--- config.mk ---
export PLATFORM = sky130hd
export DESIGN_NAME = softmax_normalizer
export DESIGN_NICKNAME = d
export VERILOG_FILES = /design/src/hw/rtl/smx_pkg.sv /design/src/hw/rtl/smx_ctrl.sv /design/src/hw/rtl/smx_datapath.sv /design/src/hw/rtl/softmax_normalizer.sv
export VERILOG_INCLUDE_DIRS = /design/src /design/src/hw/rtl
export SDC_FILE = /design/constraint.sdc
export NUM_CORES = 2
export LEC_CHECK = 0
export BUFFER_PORTS_ARGS = -buffer_cell sky130_fd_sc_hd__buf_4
export CAP_MARGIN = 10
export CORE_UTILIZATION = 40
export DETAILED_ROUTE_END_ITERATION = 7
export GPL_ROUTABILITY_DRIVEN = 1
export SYNTH_ARGS = -nofsm -noshare
export SYNTH_HDL_FRONTEND = slang
export SYNTH_SLANG_ARGS = --single-unit
--- constraint.sdc ---
create_clock -name aclk -period 9.6 [get_ports aclk]
set_input_delay 0.48 -clock aclk [delete_from_list [all_inputs] [get_ports aclk]]
set_output_delay 0.48 -clock aclk [all_outputs]
set_load 0.01 [all_outputs]
--- src/hw/rtl/softmax_normalizer_defines.svh ---
// assertion macros for the softmax normaliser
`ifndef SOFTMAX_NORMALIZER_DEFINES_SVH
`define SOFTMAX_NORMALIZER_DEFINES_SVH
`ifndef SYNTHESIS
`define SMX_ASSERT_IMPL(label, clk, rst_n, ante, cons) \
    label: assert property (@(posedge clk) disable iff (!rst_n) (ante) |-> (cons)) \
        else $error("assertion failed");
`define SMX_ASSERT_NEXT(label, clk, rst_n, ante, cons) \
    label: assert property (@(posedge clk) disable iff (!rst_n) (ante) |=> (cons)) \
        else $error("assertion failed");
`else
`define SMX_ASSERT_IMPL(label, clk, rst_n, ante, cons)
`define SMX_ASSERT_NEXT(label, clk, rst_n, ante, cons)
`endif
`endif

--- src/hw/rtl/smx_pkg.sv ---
// shared types, constants and functions for the softmax normaliser
package smx_pkg;
    localparam int MaxRows = 64;
    localparam int IdxW = $clog2(MaxRows);
    localparam int CntW = $clog2(MaxRows + 1);
    localparam int SumW = 23;

    typedef struct packed {
        logic load;
        logic clear;
        logic sum_start;
        logic sum_acc;
        logic emit_start;
        logic div_start;
        logic out_load;
    } smx_cmd_t;

    typedef struct packed {
        logic div_done;
        logic last_idx;
        logic out_free;
    } smx_sts_t;

    // 2^(-j/16) in 1.16
    function automatic logic [16:0] pow2_lut(input logic [3:0] j);
        logic [16:0] v;
        unique case (j)
            4'd0: v = 17'd65536;   4'd1: v = 17'd62757;
            4'd2: v = 17'd60097;   4'd3: v = 17'd57549;
            4'd4: v = 17'd55109;   4'd5: v = 17'd52773;
            4'd6: v = 17'd50535;   4'd7: v = 17'd48393;
            4'd8: v = 17'd46341;   4'd9: v = 17'd44376;
            4'd10: v = 17'd42495;  4'd11: v = 17'd40693;
            4'd12: v = 17'd38968;  4'd13: v = 17'd37316;
            4'd14: v = 17'd35734;  default: v = 17'd34219;
        endcase
        return v;
    endfunction
endpackage

--- src/hw/rtl/smx_ctrl.sv ---
// controller state machine for the softmax normaliser
module smx_ctrl (
    input  logic              aclk,
    input  logic              aresetn,
    input  logic              in_fire,
    input  logic              in_last,
    input  smx_pkg::smx_sts_t sts,
    output logic              in_ready,
    output smx_pkg::smx_cmd_t cmd
);
    localparam logic [2:0] StLoad = 3'd0;
    localparam logic [2:0] StRead = 3'd1;
    localparam logic [2:0] StSum  = 3'd2;
    localparam logic [2:0] StEmit = 3'd3;
    localparam logic [2:0] StDiv  = 3'd4;
    localparam logic [2:0] StOut  = 3'd5;

    logic [2:0] state_reg, state_next;

    always_ff @(posedge aclk) begin
        if (!aresetn) begin
            state_reg <= StLoad;
        end else begin
            state_reg <= state_next;
        end
    end

    // sequencing: load, sum pass, then divide and emit per entry
    always_comb begin
        state_next = state_reg;
        cmd        = '0;
        in_ready   = 1'b0;
        unique case (state_reg)
            StLoad: begin
                in_ready = 1'b1;
                cmd.load = in_fire;
                if (in_fire && in_last) begin
                    state_next = StRead;
                end
            end
            StRead: begin
                // store is settled, read entry zero
                cmd.sum_start = 1'b1;
                state_next    = StSum;
            end
            StSum: begin
                cmd.sum_acc = 1'b1;
                if (sts.last_idx) begin
                    state_next     = StEmit;
                    cmd.emit_start = 1'b1;
                end
            end
            StEmit: begin
                cmd.div_start = 1'b1;
                state_next    = StDiv;
            end
            StDiv: begin
                if (sts.div_done) begin
                    state_next = StOut;
                end
            end
            StOut: begin
                if (sts.out_free) begin
                    cmd.out_load = 1'b1;
                    if (sts.last_idx) begin
                        cmd.clear  = 1'b1;
                        state_next = StLoad;
                    end else begin
                        state_next = StEmit;
                    end
                end
            end
            default: state_next = StLoad;
        endcase
    end
endmodule

--- src/hw/rtl/smx_datapath.sv ---
// sample store, exponential, sum and restoring divider
module smx_datapath (
    input  logic              aclk,
    input  logic              aresetn,
    input  smx_pkg::smx_cmd_t cmd,
    input  logic [15:0]       in_sample,
    output smx_pkg::smx_sts_t sts,
    output logic              m_tvalid,
    input  logic              m_tready,
    output logic [15:0]       m_prob,
    output logic              m_last,
    output logic              m_ovf
);
    localparam int IW = smx_pkg::IdxW;
    localparam int CW = smx_pkg::CntW;
    localparam int SW = smx_pkg::SumW;

    logic [15:0]   mem [smx_pkg::MaxRows];
    logic [15:0]   rd_reg;
    logic [IW-1:0] rd_addr;
    logic signed [15:0] max_reg;
    logic [CW-1:0] cnt_reg;
    logic [IW-1:0] ptr_reg;
    logic          ovf_reg;
    logic [SW-1:0] sum_reg;
    logic [24:0]   d_mul;
    logic [16:0]   t;
    logic [16:0]   e_comb;
    logic [15:0]   d;
    logic          full;

    // divider state
    logic [32:0] rem_reg;
    logic [32:0] quo_reg;
    logic [5:0]  it_reg;
    logic        busy_reg;
    logic        done_reg;
    logic [33:0] trial;

    logic        ov_reg;
    logic [15:0] prob_reg;
    logic        last_reg, ovf_out_reg;

    assign full = (cnt_reg == CW'(smx_pkg::MaxRows));

    // store write and registered read
    assign rd_addr = cmd.sum_start ? '0 : (cmd.emit_start ? '0 : ptr_reg);
    always_ff @(posedge aclk) begin
        if (cmd.load && !full) begin
            mem[cnt_reg[IW-1:0]] <= in_sample;
        end
        rd_reg <= mem[rd_addr];
    end

    // exponential of the difference from the maximum
    assign d     = 16'($signed({max_reg[15], max_reg}) - $signed({rd_reg[15], rd_reg}));
    assign d_mul = 25'(d) * 25'd369 + 25'd128;
    assign t     = d_mul[24:8];
    always_comb begin
        if (t[16:8] >= 9'd17) begin
            e_comb = '0;
        end else begin
            e_comb = smx_pkg::pow2_lut(t[7:4]) >> t[12:8];
        end
    end

    // column state and entry pointer
    always_ff @(posedge aclk) begin
        if (!aresetn || cmd.clear) begin
            max_reg <= 16'sh8000;
            cnt_reg <= '0;
            ovf_reg <= 1'b0;
            ptr_reg <= '0;
            sum_reg <= '0;
        end else begin
            if (cmd.load) begin
                if (full) begin
                    ovf_reg <= 1'b1;
                end else begin
                    cnt_reg <= cnt_reg + 1'b1;
                    if ($signed(in_sample) > max_reg) begin
                        max_reg <= in_sample;
                    end
                end
            end
            if (cmd.sum_start || cmd.emit_start) begin
                ptr_reg <= IW'(1);
            end else if (cmd.sum_acc || cmd.out_load) begin
                ptr_reg <= ptr_reg + 1'b1;
            end
            if (cmd.sum_start) begin
                sum_reg <= '0;
            end else if (cmd.sum_acc) begin
                sum_reg <= sum_reg + SW'(e_comb);
            end
        end
    end

    // entry index of the value being summed, or of the entry being divided and emitted
    logic [IW-1:0] cur_idx_reg;
    always_ff @(posedge aclk) begin
        if (cmd.sum_start || cmd.emit_start) begin
            cur_idx_reg <= '0;
        end else if (cmd.sum_acc) begin
            cur_idx_reg <= cur_idx_reg + 1'b1;
        end else if (cmd.out_load) begin
            cur_idx_reg <= cur_idx_reg + 1'b1;
        end
    end
    assign sts.last_idx = ({1'b0, cur_idx_reg} + 1'b1) == CW'(cnt_reg);

    // restoring division of e<<16 by the sum, one bit a cycle
    assign trial = {rem_reg, quo_reg[32]} - {11'd0, sum_reg};
    always_ff @(posedge aclk) begin
        if (!aresetn) begin
            busy_reg <= 1'b0;
            done_reg <= 1'b0;
        end else if (cmd.div_start) begin
            busy_reg <= 1'b1;
            done_reg <= 1'b0;
            rem_reg  <= '0;
            quo_reg  <= {e_comb, 16'd0};
            it_reg   <= 6'd33;
        end else if (busy_reg) begin
            if (trial[33]) begin
                rem_reg <= {rem_reg[31:0], quo_reg[32]};
                quo_reg <= {quo_reg[31:0], 1'b0};
            end else begin
                rem_reg <= trial[32:0];
                quo_reg <= {quo_reg[31:0], 1'b1};
            end
            it_reg <= it_reg - 1'b1;
            if (it_reg == 6'd1) begin
                busy_reg <= 1'b0;
                done_reg <= 1'b1;
            end
        end else if (cmd.out_load) begin
            done_reg <= 1'b0;
        end
    end
    assign sts.div_done = done_reg;

    // output word register
    always_ff @(posedge aclk) begin
        if (!aresetn) begin
            ov_reg <= 1'b0;
        end else if (cmd.out_load) begin
            ov_reg <= 1'b1;
        end else if (m_tready) begin
            ov_reg <= 1'b0;
        end
        if (cmd.out_load) begin
            if (sum_reg == '0) begin
                prob_reg <= '0;
            end else if (quo_reg[32:16] != '0) begin
                prob_reg <= 16'hFFFF;
            end else begin
                prob_reg <= quo_reg[15:0];
            end
            last_reg    <= sts.last_idx;
            ovf_out_reg <= ovf_reg;
        end
    end
    assign sts.out_free = !ov_reg || m_tready;
    assign m_tvalid = ov_reg;
    assign m_prob   = prob_reg;
    assign m_last   = last_reg;
    assign m_ovf    = ovf_out_reg;
endmodule

--- src/hw/rtl/softmax_normalizer.sv ---
// softmax normaliser top level: stream ports, controller and datapath
// sequence after the closing word (n stored samples): a read of entry zero, a sum pass
//   over the stored samples, then per entry a divide and an output load
// throughput: one input word per cycle while loading; results come one at a time from
//   the bit-serial divider of 33 steps, the next divide starting after the output load
// reset: aresetn synchronous active low, clears controller, column and divider state and the output valid flag
`include "softmax_normalizer_defines.svh"
module softmax_normalizer (
    input  logic        aclk,
    input  logic        aresetn,
    input  logic        s_tvalid,
    output logic        s_tready,
    input  logic [15:0] s_tdata,   // sample_value
    input  logic        s_tlast,   // last_sample
    output logic        m_tvalid,
    input  logic        m_tready,
    output logic [15:0] m_tdata,   // probability
    output logic        m_tlast,   // last_result
    output logic        m_tuser    // overflow
);
    smx_pkg::smx_cmd_t cmd;
    smx_pkg::smx_sts_t sts;
    logic              in_fire;

    assign in_fire = s_tvalid && s_tready;

    smx_ctrl u_ctrl (
        .aclk     (aclk),
        .aresetn  (aresetn),
        .in_fire  (in_fire),
        .in_last  (s_tlast),
        .sts      (sts),
        .in_ready (s_tready),
        .cmd      (cmd)
    );

    smx_datapath u_dp (
        .aclk      (aclk),
        .aresetn   (aresetn),
        .cmd       (cmd),
        .in_sample (s_tdata),
        .sts       (sts),
        .m_tvalid  (m_tvalid),
        .m_tready  (m_tready),
        .m_prob    (m_tdata),
        .m_last    (m_tlast),
        .m_ovf     (m_tuser)
    );

    // checks
    `SMX_ASSERT_NEXT(a_out_hold, aclk, aresetn, m_tvalid && !m_tready, m_tvalid && $stable(m_tdata))
    `SMX_ASSERT_IMPL(a_no_in_while_out, aclk, aresetn, cmd.out_load, !s_tready)
    `SMX_ASSERT_IMPL(a_load_only_ready, aclk, aresetn, cmd.load, s_tready)
endmodule

## After elaboration in Yosys (flattened, before gate mapping)

Memory sizes are Yosys's and may differ from the RTL's. A register that Yosys moved wholly into a read port is not among the register bits.
Cells that the tools add are included.

| word-level totals | value |
|---|---|
| bits in registers | 155 |
| bits in writable memories | 1024 |
| ROM bits | 272 |
| input bits | 21 |
| logic and storage cells | 116 |
| memories kept | 2 |

Memory list:

| name | words | bits a word | rd ports | clocked after memory_dff | write ports | RTL line | RTL |
|---|---|---|---|---|---|---|---|
| u_dp.mem | 64 | 16 | 1 | 1 | 1 | smx_datapath.sv:18 | `logic [15:0] mem [smx_pkg::MaxRows];` |
| (name not given) | 16 | 17 | 1 | 0 | 0 | smx_pkg.sv:27 | `unique case (j)` |

| cells by class | value |
|---|---|
| add/subtract/negate cells | 9 |
| multiply operators | 1 |
| order comparisons | 2 |
| eq/ne operators | 13 |
| shift operators | 1 |
| muxes and demuxes | 41 |
| bitwise gates (word level) | 2 |
| reductions and logical operators | 27 |

Operators by type and width:

| kind | number |
|---|---|
| two-way mux 33 bit | 4 |
| two-way mux 17 bit | 2 |
| subtractor 34 x 23 -> 34 bit | 1 |
| two-way mux 6 bit | 5 |
| adder 25 x 8 -> 25 bit, second input constant | 1 |
| multiplier 16 x 9 -> 25 bit, second input constant | 1 |
| adder 23 x 17 -> 23 bit | 1 |
| logical NOT 23 bit | 1 |
| two-way mux 1 bit | 22 |
| one-hot mux 3 bit (6 select lines) | 1 |
| nonzero test 17 bit | 1 |
| >> shifter 17 x 5 -> 17 bit | 1 |
| > comparator 16 bit | 1 |
| two-way mux 16 bit | 1 |
| subtractor 16 bit | 1 |
| adder 6 x 1 -> 6 bit, second input constant | 2 |
| two-way mux 3 bit | 4 |
| nonzero test 2 bit | 5 |
| greater-or-equal comparator 9 x 5 -> 1 bit, second input constant | 1 |
| AND reduction 2 bit | 4 |
| adder 6 x 1 -> 7 bit, second input constant | 1 |
| adder 7 x 1 -> 7 bit, second input constant | 1 |
| equality test 7 bit | 1 |
| equality test 7 bit, second input constant | 1 |
| other kinds (16) | 32 |

## Depth between registers and ports, before layout

| depth | value |
|---|---|
| depth in word-level cells | 8 |
| gate-level depth with buffers | 51 |
| depth with buffers taken out | 50 |

## Hierarchy

A second synthesis with hierarchy kept.

| second synthesis, totals | value |
|---|---|
| cells, all modules | 3985 |
| area total of the unflattened synthesis | 54395.9 sq um |

Modules (own cells, without submodules):

| module | instances | cells an instance | area an instance (sq um) | sequential area each (sq um) |
|---|---|---|---|---|
| smx_datapath | 1 | 3955 | 54148.2 | 35013.6 |
| smx_ctrl | 1 | 29 | 241.5 | 60.1 |
| softmax_normalizer | 1 | 1 | 6.3 | 0.0 |

## Worst setup path before layout

OpenSTA, ideal clock, no wires.

| timing | value |
|---|---|
| path kind | reg2reg |
| start | reg u_dp.max_reg[0] |
| end | reg u_dp.sum_reg[20] |
| arrival | 9.599 ns |
| setup slack | -0.127 ns |
| cell stages (with the launch flop) | 45 |
| path buffers | 1 |
| cell sequence | dfxtp_1 inv_1 ha_1 fa_1 nor2b_1 o311ai_2 a21o_1 a21boi_0 o21ai_0 a21boi_0 o21a_1 nor2_1 xnor2_1 ha_1 inv_1 fa_1 fa_1 fa_1 (+9 left out) mux2i_1 o211ai_1 nor2_1 ha_1 inv_1 fa_1 nor2b_1 o21ai_0 a21oi_1 o21ai_0 a21boi_0 o21ai_0 a31oi_1 a21o_1 o41ai_1 nor3b_1 xnor2_1 nor2_1 |

| between the ends | value |
|---|---|
| cells in the longest elaborated chain, start to end | 8 |

RTL lines:

| element | RTL line | RTL |
|---|---|---|
| from (decl) | smx_datapath.sv:21 | `logic signed [15:0] max_reg;` |
| from (signal assigned) | smx_datapath.sv:82 | `max_reg <= in_sample;` |
| subtractor 16 bit * | smx_datapath.sv:56 | `assign d = 16'($signed({max_reg[15], max_reg}) - $signed({rd_reg[15], rd_reg}));` |
| multiplier 16 x 9 -> 25 bit * | smx_datapath.sv:57 | `assign d_mul = 25'(d) * 25'd369 + 25'd128;` |
| adder 25 x 8 -> 25 bit * | smx_datapath.sv:57 |  |
| memory (16 x 17 bit) | n/a |  |
| two-way mux 17 bit | smx_datapath.sv:60 | `if (t[16:8] >= 9'd17) begin` |
| >> shifter 17 x 5 -> 17 bit | smx_datapath.sv:63 | `e_comb = smx_pkg::pow2_lut(t[7:4]) >> t[12:8];` |
| two-way mux 17 bit * | smx_datapath.sv:60 |  |
| adder 23 x 17 -> 23 bit * | smx_datapath.sv:94 | `sum_reg <= sum_reg + SW'(e_comb);` |
| to (signal assigned) | smx_datapath.sv:94 |  |
| to (decl) | smx_datapath.sv:25 | `logic [SW-1:0] sum_reg;` |

Every way passes the cells marked *; elsewhere a longest branch is shown, timed or not. The select of a mux whose other input is x is not followed.
A chain may end at the register's enable or synchronous reset.

## Worst setup path after layout

Ends and elaborated chain as after synthesis.

==> impl_metrics.json <==
{
  "status": "finished, final reports clean",
  "seqCellArea_um2": 35080,
  "drc": 0,
  "tightest_slew_ns": 1.069,
  "first_pass_iters": 8,
  "multi_input_area_um2": 18330,
  "grt_max_degree": 105,
  "die_w_um": 370.0,
  "ys_seq_area_share_pct": 64.73,
  "slowest_stage": "fa_1",
  "ios": 41,
  "clkTransAtPathRegs_ns": 0.06,
  "routed_wl_mm": 152.5,
  "max_freq_ghz": 0.1078,
  "die_h_um": 370.0,
  "final_util_pct": 47.09,
  "ys_async_sr_fraction_pct": 0,
  "die-area_um2": 136900,
  "start_kind": "flop",
  "dpl.hpwl_mm": 91.33,
  "grt-ovfl-total": 0,
  "gp_congestion": 0.8826,
  "drt_iter0_drc": 3731,
  "cp-end-kind": "flop",
  "first_global_vias": 34330,
  "period_share_pct": 96.67,
  "min_period_ns": 9.280,
  "routedWlPerCell_um": 23.88,
  "ys_ff_latch": 1195,
  "ant_nets": 0,
  "avgSynthCellArea_um2": 12.69,
  "synth_area_um2": 54180,
  "num-fill-cells": 11740,
  "layout-drive-gt1-share_pct": 16.15,
  "row_count": 134,
  "r2r_slack_ns": 0.32,
  "cts_buffers": 117,
  "reg2reg_depth": 49,
  "num_vias": 36280,
  "max-clock-path-buffers": 3,
  "viasPerCell": 5.681,
  "arrival_ns": 9.91,
  "cts.htree.levels": 3,
  "crit_fanout": 4,
  "synth-edff-count": 1114,
  "largest_reg_flops": 1024,
  "area_growth_pct": 16.42,
  "min_path_type": "input pin to flop",
  "yosysWarnings": 0,
  "critPathMaxStageDelay_ns": 0.54,
  "fin_setup_tns_ns": 0,
  "start_util_pct": 40.45,
  "synthCells": 4270,
  "drv_cap": 0,
  "ys.flop_type": "edfxtp_1",
  "finalHoldViolCount": 0,
  "synthesis.nets": 4495,
  "portBuffers": 40,
  "synth_cell_type_count": 96,
  "drv_slew": 0,
  "path_class": "flop to flop",
  "worst_clock_skew_ns": 0.07650,
  "coreArea_um2": 134000,
  "clkSinkCount": 1195,
  "worstPathRequired_ns": 10.23,
  "grt.total_usage_pct": 21.72,
  "clock-root-buffer": "clkbuf_16",
  "clk_latency_ns": 0.76,
  "setup_viol": 0,
  "cts_tree": "built",
  "antenna_found_initial": 3,
  "grt_pass1_wl_mm": 223.8,
  "slew_headroom_pct": 27.99,
  "hold_depth": 1,
  "fin_nets": 4741
}
critical path, delay by kind of cell, from the launching register on:
kind            cells  cell delay [ns]
compound gates     14             2.05
flops               1             0.33
mux                 2             0.71
fa+ha+maj          10             3.32
simple gates       15             2.01
xor+xnor            1             0.13
buf+inv             7             0.62
cells by family after synthesis:
| family | count (synthesis) | synth area share [%] |
|---|---|---|
| simple gates | 1056 | 8.579 |
| buf+inv | 424 | 3.180 |
| fa+ha+maj | 204 | 5.279 |
| mux | 170 | 3.210 |
| compound gates | 1123 | 13.42 |
| flops | 1195 | 64.73 |
| xor+xnor | 98 | 1.598 |
stage by stage:
step / std cells / area (µm²) / hold WS (ns) / worst slack (ns)
after floorplan: 4270 / 54210 / 0.4088 / 0.02741
after detailed placement: 6121 / 57990 / 0.4815 / -0.5501
after global placement: 6121 / 57990 / 0.4706 / -0.4047
after global routing: 6386 / 63070 / 0.01225 / -0.07685
after CTS: 6345 / 62000 / 0.003144 / 0.004283
final: 6387 / 63080 / 0.05278 / 0.3198
path summary, 6_finish.rpt:
kind,start,to
min reg2reg,u_dp.busy_reg$_SDFF_PN0_,u_dp.done_reg$_SDFFE_PP0P_
max,u_dp.max_reg[0]$_SDFFE_PP0P_,u_dp.sum_reg[20]$_SDFFE_PP0P_
min,s_tdata[13],u_dp.mem[51][13]$_DFFE_PP_
max reg2reg,u_dp.max_reg[0]$_SDFFE_PP0P_,u_dp.sum_reg[20]$_SDFFE_PP0P_
routing by layer:
metal	global-route usage, %	part of all wire, %
met1	30.78	44
met2	34.30	46
met3	3.590	7.6
met4	6.254	2.6
met5	0	0.0085
cell usage in the layout (no fill, tap or decap), types with 20 or more instances in the layout:
master,instances
clkinv_2,30
o21ai_0,179
o21a_1,36
clkinv_1,25
fa_1,36
or3_1,22
xor2_1,26
a21oi_1,238
nand2_1,138
ha_1,143
and2_1,28
a211oi_1,144
mux2i_1,159
o22ai_1,116
xnor2_1,59
nand3_1,35
nor3_1,44
o21ai_1,80
nand4_1,31
nor2_1,617
inv_1,164
buf_4,359
dfxtp_1,76
edfxtp_1,1114
o221ai_1,112
a21o_1,20
clkbuf_16,119
o211ai_1,75
synth_stat cells (6+ instances only):
master / instances / share of area [%]
o21ai_1: 76 / 0.70
nand2_1: 141 / 0.98
inv_1: 175 / 1.2
ha_1: 163 / 3.8
nor2_1: 632 / 4.4
xor2_1: 31 / 0.50
nor4_1: 12 / 0.14
o21a_1: 38 / 0.53
buf_4: 8 / 0.11
clkbuf_1: 159 / 1.1
nand2b_1: 15 / 0.17
nor3b_1: 6 / 0.083
or2_2: 7 / 0.081
a21boi_0: 10 / 0.14
a21o_1: 20 / 0.28
nor3_1: 51 / 0.47
nand3b_1: 9 / 0.12
a31oi_1: 10 / 0.12
fa_1: 41 / 1.5
buf_2: 68 / 0.63
mux2_2: 6 / 0.12
nand4_1: 31 / 0.36
mux2i_1: 161 / 3.0
a211oi_1: 145 / 2.0
o21ai_0: 188 / 1.7
a21oi_1: 251 / 2.3
nand3_1: 40 / 0.37
xnor2_1: 66 / 1.1
o31ai_1: 15 / 0.21
o22ai_1: 118 / 1.4
nor2b_1: 16 / 0.18
and3_1: 11 / 0.13
o221ai_1: 112 / 1.8
dfxtp_1: 81 / 3.0
edfxtp_1: 1114 / 62
o211ai_1: 75 / 1.0
buf_1: 11 / 0.076
or3_1: 23 / 0.27
and2_1: 32 / 0.37
repair_timing:
action                                  CTS  global route
buffers inserted                          0            40
pin swaps                                 7            74
cloned                                    0             2
resized for setup                        30           154
hold buffers                              3             0
endpoints found under the setup margin   12            16
hold endpoints to repair                  9             0
layout make-up:
| cell class | count | share of cell area [%] |
|---|---|---|
| clock buffers | 140 | 4.878 |
| well taps | 1768 | 3.507 |
| inverters | 175 | 1.053 |
| multi-input cells | 2652 | 29.06 |
| flip-flops and latches | 1195 | 55.62 |
| repair buffers | 375 | 4.594 |
| clock inverters | 81 | 1.283 |
| diodes | 1 | 0.003967 |
Power is not shown: default switching activity piles up to over one toggle a cycle in this logic, so the estimate is an artifact.
